$ cat config.mk
export PLATFORM = sky130hd
export DESIGN_NAME = knn_topk_rank_weighted_vote_top
export DESIGN_NICKNAME = d
export VERILOG_FILES = /design/src/hdl/knnv_pkg.sv /design/src/hdl/knnv_cell.sv /design/src/hdl/knnv_vote.sv /design/src/hdl/knn_topk_rank_weighted_vote_top.sv
export SDC_FILE = /design/constraint.sdc
export NUM_CORES = 1
export LEC_CHECK = 0
export BUFFER_PORTS_ARGS = -buffer_cell sky130_fd_sc_hd__clkbuf_2
export CAP_MARGIN = 15
export CORE_MARGIN = 3
export CORE_UTILIZATION = 25
export DETAILED_ROUTE_END_ITERATION = 6
export PLACE_DENSITY_LB_ADDON = 0.2
export SYNTH_ARGS = -nofsm -noshare
export SYNTH_HDL_FRONTEND = slang
export SYNTH_HIERARCHICAL = 1
export SYNTH_SLANG_ARGS = --single-unit
$ cat constraint.sdc
create_clock -name clk -period 10.39 [get_ports clk]
set_clock_uncertainty 0.15 [all_clocks]
set_input_delay 2.078 -clock clk [delete_from_list [all_inputs] [get_ports clk]]
set_output_delay 2.078 -clock clk [all_outputs]
set_load 0.02 [all_outputs]
$ cat src/hdl/knnv_pkg.sv
package knnv_pkg;

  localparam int MAX_NEIGHBORS = 8;
  localparam int NUM_CLASSES   = 10;

  localparam int SCORE_W = 20;
  localparam int LABEL_W = 4;
  localparam int K_W     = 4;
  localparam int VOTES_W = 6;
  localparam int CNT_W   = $clog2(MAX_NEIGHBORS + 1);
  localparam int CLASS_W = $clog2(NUM_CLASSES);

  localparam logic [K_W-1:0] K_RESET = K_W'(5);
  localparam int VOTES_MAX = MAX_NEIGHBORS * (MAX_NEIGHBORS + 1) / 2;

  typedef struct packed {
    logic ins;
    logic drain;
  } cell_ctl_t;

endpackage

$ cat src/hdl/knnv_cell.sv
module knnv_cell (
  input  logic                         clk,
  input  knnv_pkg::cell_ctl_t          ctl,
  input  logic [knnv_pkg::SCORE_W-1:0] in_score,
  input  logic [knnv_pkg::LABEL_W-1:0] in_label,
  input  logic                         occupied,
  input  logic                         left_gt,
  input  logic [knnv_pkg::SCORE_W-1:0] left_score,
  input  logic [knnv_pkg::LABEL_W-1:0] left_label,
  input  logic [knnv_pkg::SCORE_W-1:0] right_score,
  input  logic [knnv_pkg::LABEL_W-1:0] right_label,
  output logic                         gt,
  output logic [knnv_pkg::SCORE_W-1:0] score,
  output logic [knnv_pkg::LABEL_W-1:0] label
);

  // empty slots act as infinitely far; equal scores keep the older entry ahead
  assign gt = !occupied || (score > in_score);

  always_ff @(posedge clk) begin
    if (ctl.ins && gt) begin
      if (left_gt) begin
        score <= left_score;
        label <= left_label;
      end else begin
        score <= in_score;
        label <= in_label;
      end
    end else if (ctl.drain) begin
      score <= right_score;
      label <= right_label;
    end
  end

endmodule

$ cat src/hdl/knnv_vote.sv
module knnv_vote (
  input  logic                         clk,
  input  logic                         rst,
  input  logic                         start,
  input  logic [knnv_pkg::CNT_W-1:0]   start_count,
  input  logic [knnv_pkg::K_W-1:0]     start_k,
  input  logic [knnv_pkg::LABEL_W-1:0] head_label,
  input  logic                         out_ready,
  output logic                         drain,
  output logic                         busy,
  output logic                         out_valid,
  output logic [knnv_pkg::LABEL_W-1:0] voted_class,
  output logic [knnv_pkg::VOTES_W-1:0] winning_votes,
  output logic [knnv_pkg::CNT_W-1:0]   neighbors_held
);

  typedef enum logic [3:0] {
    V_IDLE = 4'b0001,
    V_ACC  = 4'b0010,
    V_SCAN = 4'b0100,
    V_DONE = 4'b1000
  } vote_state_t;

  vote_state_t                  state;
  logic [knnv_pkg::CNT_W-1:0]   rank;
  logic [knnv_pkg::CNT_W-1:0]   count;
  logic [knnv_pkg::K_W-1:0]     kk;
  logic [knnv_pkg::CLASS_W-1:0] cls;
  logic [knnv_pkg::CLASS_W-1:0] best;
  logic [knnv_pkg::VOTES_W-1:0] best_v;
  logic [knnv_pkg::VOTES_W-1:0] votes [knnv_pkg::NUM_CLASSES];
  logic [knnv_pkg::K_W-1:0]     weight;

  assign weight = kk - knnv_pkg::K_W'(rank);
  assign drain  = (state == V_ACC);
  assign busy   = (state != V_IDLE);

  // one tally per class, each bumped when the head label matches it
  always_ff @(posedge clk) begin
    for (int j = 0; j < knnv_pkg::NUM_CLASSES; j++) begin
      if (start) begin
        votes[j] <= '0;
      end else if (state == V_ACC && head_label == knnv_pkg::LABEL_W'(j)) begin
        votes[j] <= votes[j] + knnv_pkg::VOTES_W'(weight);
      end
    end
  end

  always_ff @(posedge clk) begin
    if (rst) begin
      state     <= V_IDLE;
      out_valid <= 1'b0;
    end else begin
      if (state == V_DONE && (!out_valid || out_ready)) begin
        out_valid <= 1'b1;
      end else if (out_valid && out_ready) begin
        out_valid <= 1'b0;
      end
      unique case (state)
        V_IDLE: begin
          if (start) begin
            rank   <= '0;
            count  <= start_count;
            kk     <= start_k;
            cls    <= '0;
            best   <= '0;
            best_v <= '0;
            state  <= (start_count == '0) ? V_SCAN : V_ACC;
          end
        end
        V_ACC: begin
          rank <= rank + 1'b1;
          if (rank == count - 1'b1) begin
            state <= V_SCAN;
          end
        end
        V_SCAN: begin
          if (votes[cls] > best_v) begin
            best   <= cls;
            best_v <= votes[cls];
          end
          cls <= cls + 1'b1;
          if (cls == knnv_pkg::CLASS_W'(knnv_pkg::NUM_CLASSES - 1)) begin
            state <= V_DONE;
          end
        end
        V_DONE: begin
          if (!out_valid || out_ready) begin
            voted_class    <= knnv_pkg::LABEL_W'(best);
            winning_votes  <= best_v;
            neighbors_held <= count;
            state          <= V_IDLE;
          end
        end
        default: state <= V_IDLE;
      endcase
    end
  end

endmodule

$ cat src/hdl/knn_topk_rank_weighted_vote_top.sv
// channel   direction  handshake              payload
// in        input      in_valid / in_ready    score, label, last
// out       output     out_valid / out_ready  voted_class, winning_votes, neighbors_held
// cfg       input      cfg_wr_en              cfg_wr_data (k_neighbors)
//
// a request without last is sorted into the cell row; one per cycle while in_ready is high
// a request with last is inserted, then the vote drains the row into the tally
// and scans every class for the argmax
// in_ready is low during the vote; a result waiting on out_ready stalls only the next vote
// rst is synchronous: list empty, k_neighbors back to 5, no result pending
module knn_topk_rank_weighted_vote_top (
  input  logic                         clk,
  input  logic                         rst,
  input  logic                         in_valid,
  output logic                         in_ready,
  input  logic [knnv_pkg::SCORE_W-1:0] score,
  input  logic [knnv_pkg::LABEL_W-1:0] label,
  input  logic                         last,
  output logic                         out_valid,
  input  logic                         out_ready,
  output logic [knnv_pkg::LABEL_W-1:0] voted_class,
  output logic [knnv_pkg::VOTES_W-1:0] winning_votes,
  output logic [knnv_pkg::CNT_W-1:0]   neighbors_held,
  input  logic                         cfg_wr_en,
  input  logic [knnv_pkg::K_W-1:0]     cfg_wr_data
);

  localparam int N = knnv_pkg::MAX_NEIGHBORS;

  logic [knnv_pkg::K_W-1:0]     k_neighbors;
  logic [knnv_pkg::K_W-1:0]     k_eff;
  logic [knnv_pkg::CNT_W-1:0]   k_cnt;
  logic [knnv_pkg::CNT_W-1:0]   held_count;
  logic [knnv_pkg::CNT_W-1:0]   held_eff;
  logic [knnv_pkg::CNT_W-1:0]   held_next;
  logic                         accept;
  logic                         busy;
  logic                         drain;
  knnv_pkg::cell_ctl_t          ctl;

  logic                         gt        [N];
  logic [knnv_pkg::SCORE_W-1:0] cell_score [N];
  logic [knnv_pkg::LABEL_W-1:0] cell_label [N];

  always_comb begin
    if (k_neighbors == '0) begin
      k_eff = knnv_pkg::K_W'(1);
    end else if (k_neighbors > knnv_pkg::K_W'(N)) begin
      k_eff = knnv_pkg::K_W'(N);
    end else begin
      k_eff = k_neighbors;
    end
  end

  assign k_cnt     = knnv_pkg::CNT_W'(k_eff);
  // k lowered mid-query: only the nearest k entries count
  assign held_eff  = (held_count > k_cnt) ? k_cnt : held_count;
  assign held_next = (held_eff < k_cnt) ? held_eff + 1'b1 : held_eff;

  assign in_ready  = !busy;
  assign accept    = in_valid && in_ready;
  assign ctl.ins   = accept;
  assign ctl.drain = drain;

  always_ff @(posedge clk) begin
    if (rst) begin
      k_neighbors <= knnv_pkg::K_RESET;
      held_count  <= '0;
    end else begin
      if (cfg_wr_en) begin
        k_neighbors <= cfg_wr_data;
      end
      if (accept) begin
        held_count <= last ? '0 : held_next;
      end
    end
  end

  for (genvar i = 0; i < N; i++) begin : g_cell
    logic                         l_gt;
    logic [knnv_pkg::SCORE_W-1:0] l_score;
    logic [knnv_pkg::LABEL_W-1:0] l_label;
    logic [knnv_pkg::SCORE_W-1:0] r_score;
    logic [knnv_pkg::LABEL_W-1:0] r_label;

    if (i == 0) begin : g_head
      assign l_gt    = 1'b0;
      assign l_score = '0;
      assign l_label = '0;
    end else begin : g_body
      assign l_gt    = gt[i-1];
      assign l_score = cell_score[i-1];
      assign l_label = cell_label[i-1];
    end

    if (i == N - 1) begin : g_tail
      assign r_score = '0;
      assign r_label = '0;
    end else begin : g_mid
      assign r_score = cell_score[i+1];
      assign r_label = cell_label[i+1];
    end

    knnv_cell u_cell (
      .clk         (clk),
      .ctl         (ctl),
      .in_score    (score),
      .in_label    (label),
      .occupied    (knnv_pkg::CNT_W'(i) < held_eff),
      .left_gt     (l_gt),
      .left_score  (l_score),
      .left_label  (l_label),
      .right_score (r_score),
      .right_label (r_label),
      .gt          (gt[i]),
      .score       (cell_score[i]),
      .label       (cell_label[i])
    );
  end

  knnv_vote u_vote (
    .clk            (clk),
    .rst            (rst),
    .start          (accept && last),
    .start_count    (held_next),
    .start_k        (k_eff),
    .head_label     (cell_label[0]),
    .out_ready      (out_ready),
    .drain          (drain),
    .busy           (busy),
    .out_valid      (out_valid),
    .voted_class    (voted_class),
    .winning_votes  (winning_votes),
    .neighbors_held (neighbors_held)
  );

endmodule

After elaboration in Yosys (flattened, before gate mapping)
Memories as Yosys holds them, arrays and structs flattened. A register that Yosys moved wholly into a read port is not among the register bits.
Cells that the tools add are included.

word-level totals
  register bits after elaboration = 245
  memory bits (writable) = 60
  input port bits = 34
  output and inout bits = 16
  logic and storage cells = 268
  memories kept = 1

memories
  name          words  width  rd ports  clocked after memory_dff  wr ports  line             text
  u_vote.votes  10     6      11        1                         10        knnv_vote.sv:31  logic [knnv_pkg::VOTES_W-1:0] votes [knnv_pkg::NUM_CLASSES];

cells by class
  add/subtract/negate cells = 15
  order comparisons = 20
  equal/unequal tests = 21
  multiplexer cells = 110
  bitwise gates (word level) = 11
  reduce and logical (&&, ||, !) cells = 61

operators with widths
  cell                 number
  $mux 20              23
  $gt 20x20->1         8
  $mux 4               35
  $mux 6               12
  $add 6x4->6          10
  $mux 1               34
  $pmux 4 s2           3
  $logic_and 1x1->1    22
  $reduce_bool 2->1    11
  $eq 4x3->1 const B   5
  $eq 4x4->1 const B   4
  $lt 3x4->1 const A   4
  $pmux 4 s4           1
  $add 4x1->4 const B  3
  $eq 4x2->1 const B   3
  $logic_not 4->1      3
  $pmux 6 s2           1
  $reduce_and 3->1     4
  $logic_not 1->1      10
  $or 1x1->1           10
  $logic_or 1x1->1     9
  $eq 4x1->1 const B   2
  $lt 1x4->1 const A   2
  $lt 2x4->1 const A   2
  other kinds (13)     17

Depth between registers and ports, before layout
  depth in word-level cells = 11
  gate-level depth with buffers = 18

Hierarchy
The synthesis kept the hierarchy.

by module, submodules not included
  module                           instances  cells an instance  area an instance (um^2)  seq. area each (um^2)
  knnv_cell                        8          174                1878.1                   720.7
  knnv_vote                        1          525                6437.4                   3183.1
  knn_topk_rank_weighted_vote_top  1          88                 753.2                    160.2

Worst setup path before layout
Ideal clock, no wire load.

  path type = in2reg
  from = input score[11] in the netlist's numbering
  to = register g_cell[1].u_cell/score[0] in the netlist's numbering (data pin)
  library setup time = 0.260 ns
  arrival = 4.279 ns
  required time = 9.980 ns
  slack = 5.701 ns
  cell stages on the path = 12
  buffers on the path = 2
  cell sequence = inv_1 > ha_1 > nand2_1 > o21a_1 > o221a_2 > o21ai_0 > o21ai_0 > nand2_1 > clkbuf_1 > clkbuf_1 > mux2_2 > mux2_4

between the ends
  longest elaborated chain between the ends = 4
  elaborated cells on any way between the ends = 7

RTL lines
  item                      line                                   text
  start, declared           knn_topk_rank_weighted_vote_top.sv:16  input logic [knnv_pkg::SCORE_W-1:0] score,
  $gt 20x20->1              knnv_cell.sv:18                        assign gt = !occupied || (score > in_score);
  $logic_or 1x1->1          knnv_cell.sv:18
  named net g_cell[1].l_gt  knn_topk_rank_weighted_vote_top.sv:80  logic l_gt;
  $mux 20                   knnv_cell.sv:22                        if (left_gt) begin
  $mux 20                   knnv_cell.sv:21                        if (ctl.ins && gt) begin
  end signal, assigned      knnv_cell.sv:23                        score <= left_score;
  end signal, assigned      knnv_cell.sv:26                        score <= in_score;
  end signal, assigned      knnv_cell.sv:30                        score <= right_score;
  end, declared             knnv_cell.sv:13                        output logic [knnv_pkg::SCORE_W-1:0] score,

The timed path passes the listed nets, and every way through them passes these cells.
A chain may end at the register's enable or synchronous reset.

Final worst setup path
  from = input score[15] in the netlist's numbering
  to = register g_cell[4].u_cell/score[8] in the netlist's numbering, enable pin

between the ends
  longest elaborated chain between the ends = 4

RTL lines
  item                         line
  $gt 20x20->1                 knnv_cell.sv:18
  $logic_or 1x1->1             knnv_cell.sv:18
  $logic_and 1x1->1            knnv_cell.sv:21
  $reduce_bool 2->1 (no line)  n/a
  end signal, assigned         knnv_cell.sv:23
  end signal, assigned         knnv_cell.sv:26
  end signal, assigned         knnv_cell.sv:30
  end, declared                knnv_cell.sv:13

No other way between the ends.

==> impl_summary.txt <==
----------------------------------------------------
[Final layout]
  Synthesis-to-layout area growth ... 13.07%
  Final cell area excluding filler cells ... ~25000 sq um
  Fraction of final layout cells sized beyond drive strength 1 ... 20.71%
  Ant. Diodes ... 0
  Layout Utilization ... approximately 29%
  # nets final ... about 2400

[Detailed routing]
  Detailed-route via count ... around 15000
  WL per Instance ... around 17 microns
  Sum of routed wire length over all layers ... about 57000 microns
  DR pass1 iterations ... 6
  DRC errors left ... 0
  Final antenna-violating net count ... 0
  Drt via density ... roughly 4.6
  Iteration-0 DRC count of the detailed router ... approximately 770

[Hold path]
  Worst hold path class ... flip-flop to flip-flop
  Worst Hold Launch ... u_vote/best[2]$_SDFFCE_PN0P_
  Number of stages on the worst hold path ... 0
  Terminating pin of the worst hold path ... u_vote/voted_class[2]$_DFFE_PP_

[CTS]
  Library cell used as clock root buffer ... clkbuf_16
  Worst-path clk slew ... around 0.06 ns
  Max H-tree Level ... 2
  TritonCTS Buffers ... 41
  Worst-case clock buffer depth ... 3
  Clock insertion delay at the later pin of the skew report ... 0.57 ns
  Post-CTS Setup Inserts ... 0
  Total clock sinks ... a little over 300
  Post-CTS resize count ... 0
  TritonCTS clock tree ... done
  Hold buffer count at CTS ... 0

[Timing]
  Slew Limit Headroom ... a little under a third
  Max Freq ... ~0.19 GHz
  Actual transition at the worst max-transition pin ... about 1.0 ns
  Max-slew violation count ... 0
  Setup violations, final ... 0
  Hold violation count in the final report ... 0
  Share of the clock period used by the worst path ... roughly half
  Total Negative Setup Slacks ... 0 ns
  Final critical path time including I/O delays and setup ... about 5.2 ns
  Post-route worst hold slack ... roughly 0.27 ns
  Setup repair after global routing missed its margin ... false

[Setup path]
  R2r setup slk ... between 5 and 6 ns
  Crit Reg-Reg Startpoint ... k_neighbors[3]$_SDFFE_PP0P_
  Count of buffer and inverter cells on the critical path ... 3
  Maximum fanout encountered on the critical timing path ... 25
  Data arrival, critical path ... ~5.2 ns
  CP delay by family, top ... compound AO/OA/AOI/OAI gates
  Critical Setup Path Class ... input port to flip-flop
  Maximum cell stage delay along the critical path ... 0.66 ns
  Crit path capture type ... flip-flop
  Ordered cell list for the critical path ... clkbuf_2 -> inv_1 -> ha_1 -> nand4_2 -> o221a_2 -> o21ai_0 -> o31a_1 -> buf_4 -> or2_2
  Worst Reg-to-Reg Cells ... 14
  Capture point of the worst reg-to-reg path ... g_cell[0].u_cell/score[16]$_DFFE_PP_
  Slowest stage cell on the critical path ... or2_2
  Required time at the worst-slack endpoint ... 10.42 ns
  Critical path startpoint category ... input port

[Status]
  Result of the run ... completed

[Placement]
  Cell area after placement ... about 24000 sq um
  HPWL Detailed ... 43620 microns
  RePlAce Congestion ... a little under 0.8
  Number of buffers inserted by port buffering ... 49

[Die]
  Top-level port count ... 50
  Starting density of the core ... 25.40%
  Die ar. ... around 92000 sq um
  Floorplan die height ... slightly above 300 microns
  Horizontal die dimension ... approximately 300 microns
  Core box area ... between 80000 and 90000 sq um
  Number of placement rows ... 108

[GRT]
  GRT Overall Usage ... between 10% and 20%
  Largest net degree at the start of global routing ... 44
  Global-route wire length before repair ... ~91000 microns
  Vias in the first global route ... approximately 16000
  Initial antenna violation count ... 0
  Remaining global-route overflow ... 0

[Power and ir drop]
  Worst vdd ir ... approximately 120 uV
  Leakage ... between 10 and 15 nW
  Power density over the cells ... between 200 and 300 nW/um^2

[Logic synthesis]
  Syn_area_per_cell ... ~11 sq um
  Synthesized area ... roughly 22000 sq um
  Number of instances in the synthesized netlist ... roughly 2000
  Yosys warning total ... 6

[Flow run]
  Number of maximum-capacitance constraint violations ... 0

----------------------------------------------------
==> sequential cells by signal, summed over array words and instances (netlist names), 4 cells and up, named ones only <==
name	cells
u_vote/voted_class	4
u_vote/rank	4
u_vote/winning_votes	6
g_cell.u_cell/label	32
u_vote/kk	4
u_vote/state	4
u_vote/neighbors_held	4
u_vote/cls	4
u_vote/best	4
u_vote/votes	60
u_vote/count	4
g_cell.u_cell/score	160
k_neighbors	4
u_vote/best_v	6
held_count	4
==> cell usage in the layout (no fill, tap or decap), types with 16 or more instances in the layout <==
| cell type | n |
|---|---|
| xnor2_1 | 20 |
| a211oi_1 | 20 |
| a21o_1 | 42 |
| o21a_1 | 17 |
| nand4_1 | 34 |
| ha_1 | 223 |
| xor2_1 | 21 |
| nor2_1 | 55 |
| nand2_1 | 220 |
| o21ai_0 | 207 |
| and3_1 | 16 |
| buf_4 | 20 |
| mux2_2 | 81 |
| a21oi_1 | 109 |
| dfxtp_1 | 17 |
| nor2b_1 | 18 |
| mux2_4 | 155 |
| clkbuf_2 | 49 |
| inv_1 | 195 |
| edfxtp_1 | 292 |
| conb_1 | 49 |
| clkbuf_16 | 43 |
==> per-stage QoR <==
| step | worst slack (ns) | instances | power (mW) |
|---|---|---|---|
| floorplan | 5.701 | 2051 | 4.469 |
| global route | 4.745 | 3270 | 7.113 |
| global placement | 4.694 | 3195 | 5.152 |
| CTS | 5.117 | 3270 | 6.693 |
| detailed placement | 4.644 | 3195 | 5.188 |
| finish | 5.173 | 3270 | 6.621 |
==> worst max-delay path by stage <==
stage	startpoint	to	slack [ns]	cells after the start
2_1_floorplan	score[11]	g_cell[1].u_cell/score[0]$_DFFE_PP_	5.70	12
3_3_place_gp	score[15]	g_cell[0].u_cell/score[13]$_DFFE_PP_	4.69	9
3_5_place_dp	score[15]	g_cell[0].u_cell/score[15]$_DFFE_PP_	4.64	9
4_1_cts	k_neighbors[3]$_SDFFE_PP0P_	g_cell[0].u_cell/score[16]$_DFFE_PP_	5.12	14
5_1_grt	k_neighbors[3]$_SDFFE_PP0P_	g_cell[0].u_cell/score[16]$_DFFE_PP_	4.75	14
6_report	score[15]	g_cell[4].u_cell/score[8]$_DFFE_PP_	5.17	9
==> power breakdown <==
| group | total, mW | switching [mW] | leakage [nW] | internal [mW] |
|---|---|---|---|---|
| logic | 2.77 | 1.40 | 7.18 | 1.37 |
| registers | 2.40 | 0.392 | 2.93 | 2.01 |
| clock network | 1.45 | 0.586 | 0.667 | 0.863 |
==> layer usage <==
layer | track usage, % | vias up | routed length [microns]
met2 | 19.09 | 236 | 25120
met5 | 0 | - | 0
met4 | 2.512 | 0 | 864
met3 | 1.726 | 58 | 2055
met1 | 17.79 | 7442 | 29040
li1 | - | 7425 | -
==> layout make-up <==
type,instances,area [sq um]
flip-flops and latches,309,9109
fillers,9010,62320
multi-input cells,1466,12070
inverters,196,735.7
clock inverters,24,241.5
clock buffers,51,1116
repair buffers,69,395.4
well taps,1155,1445
Power figures use the tool's default switching activity.
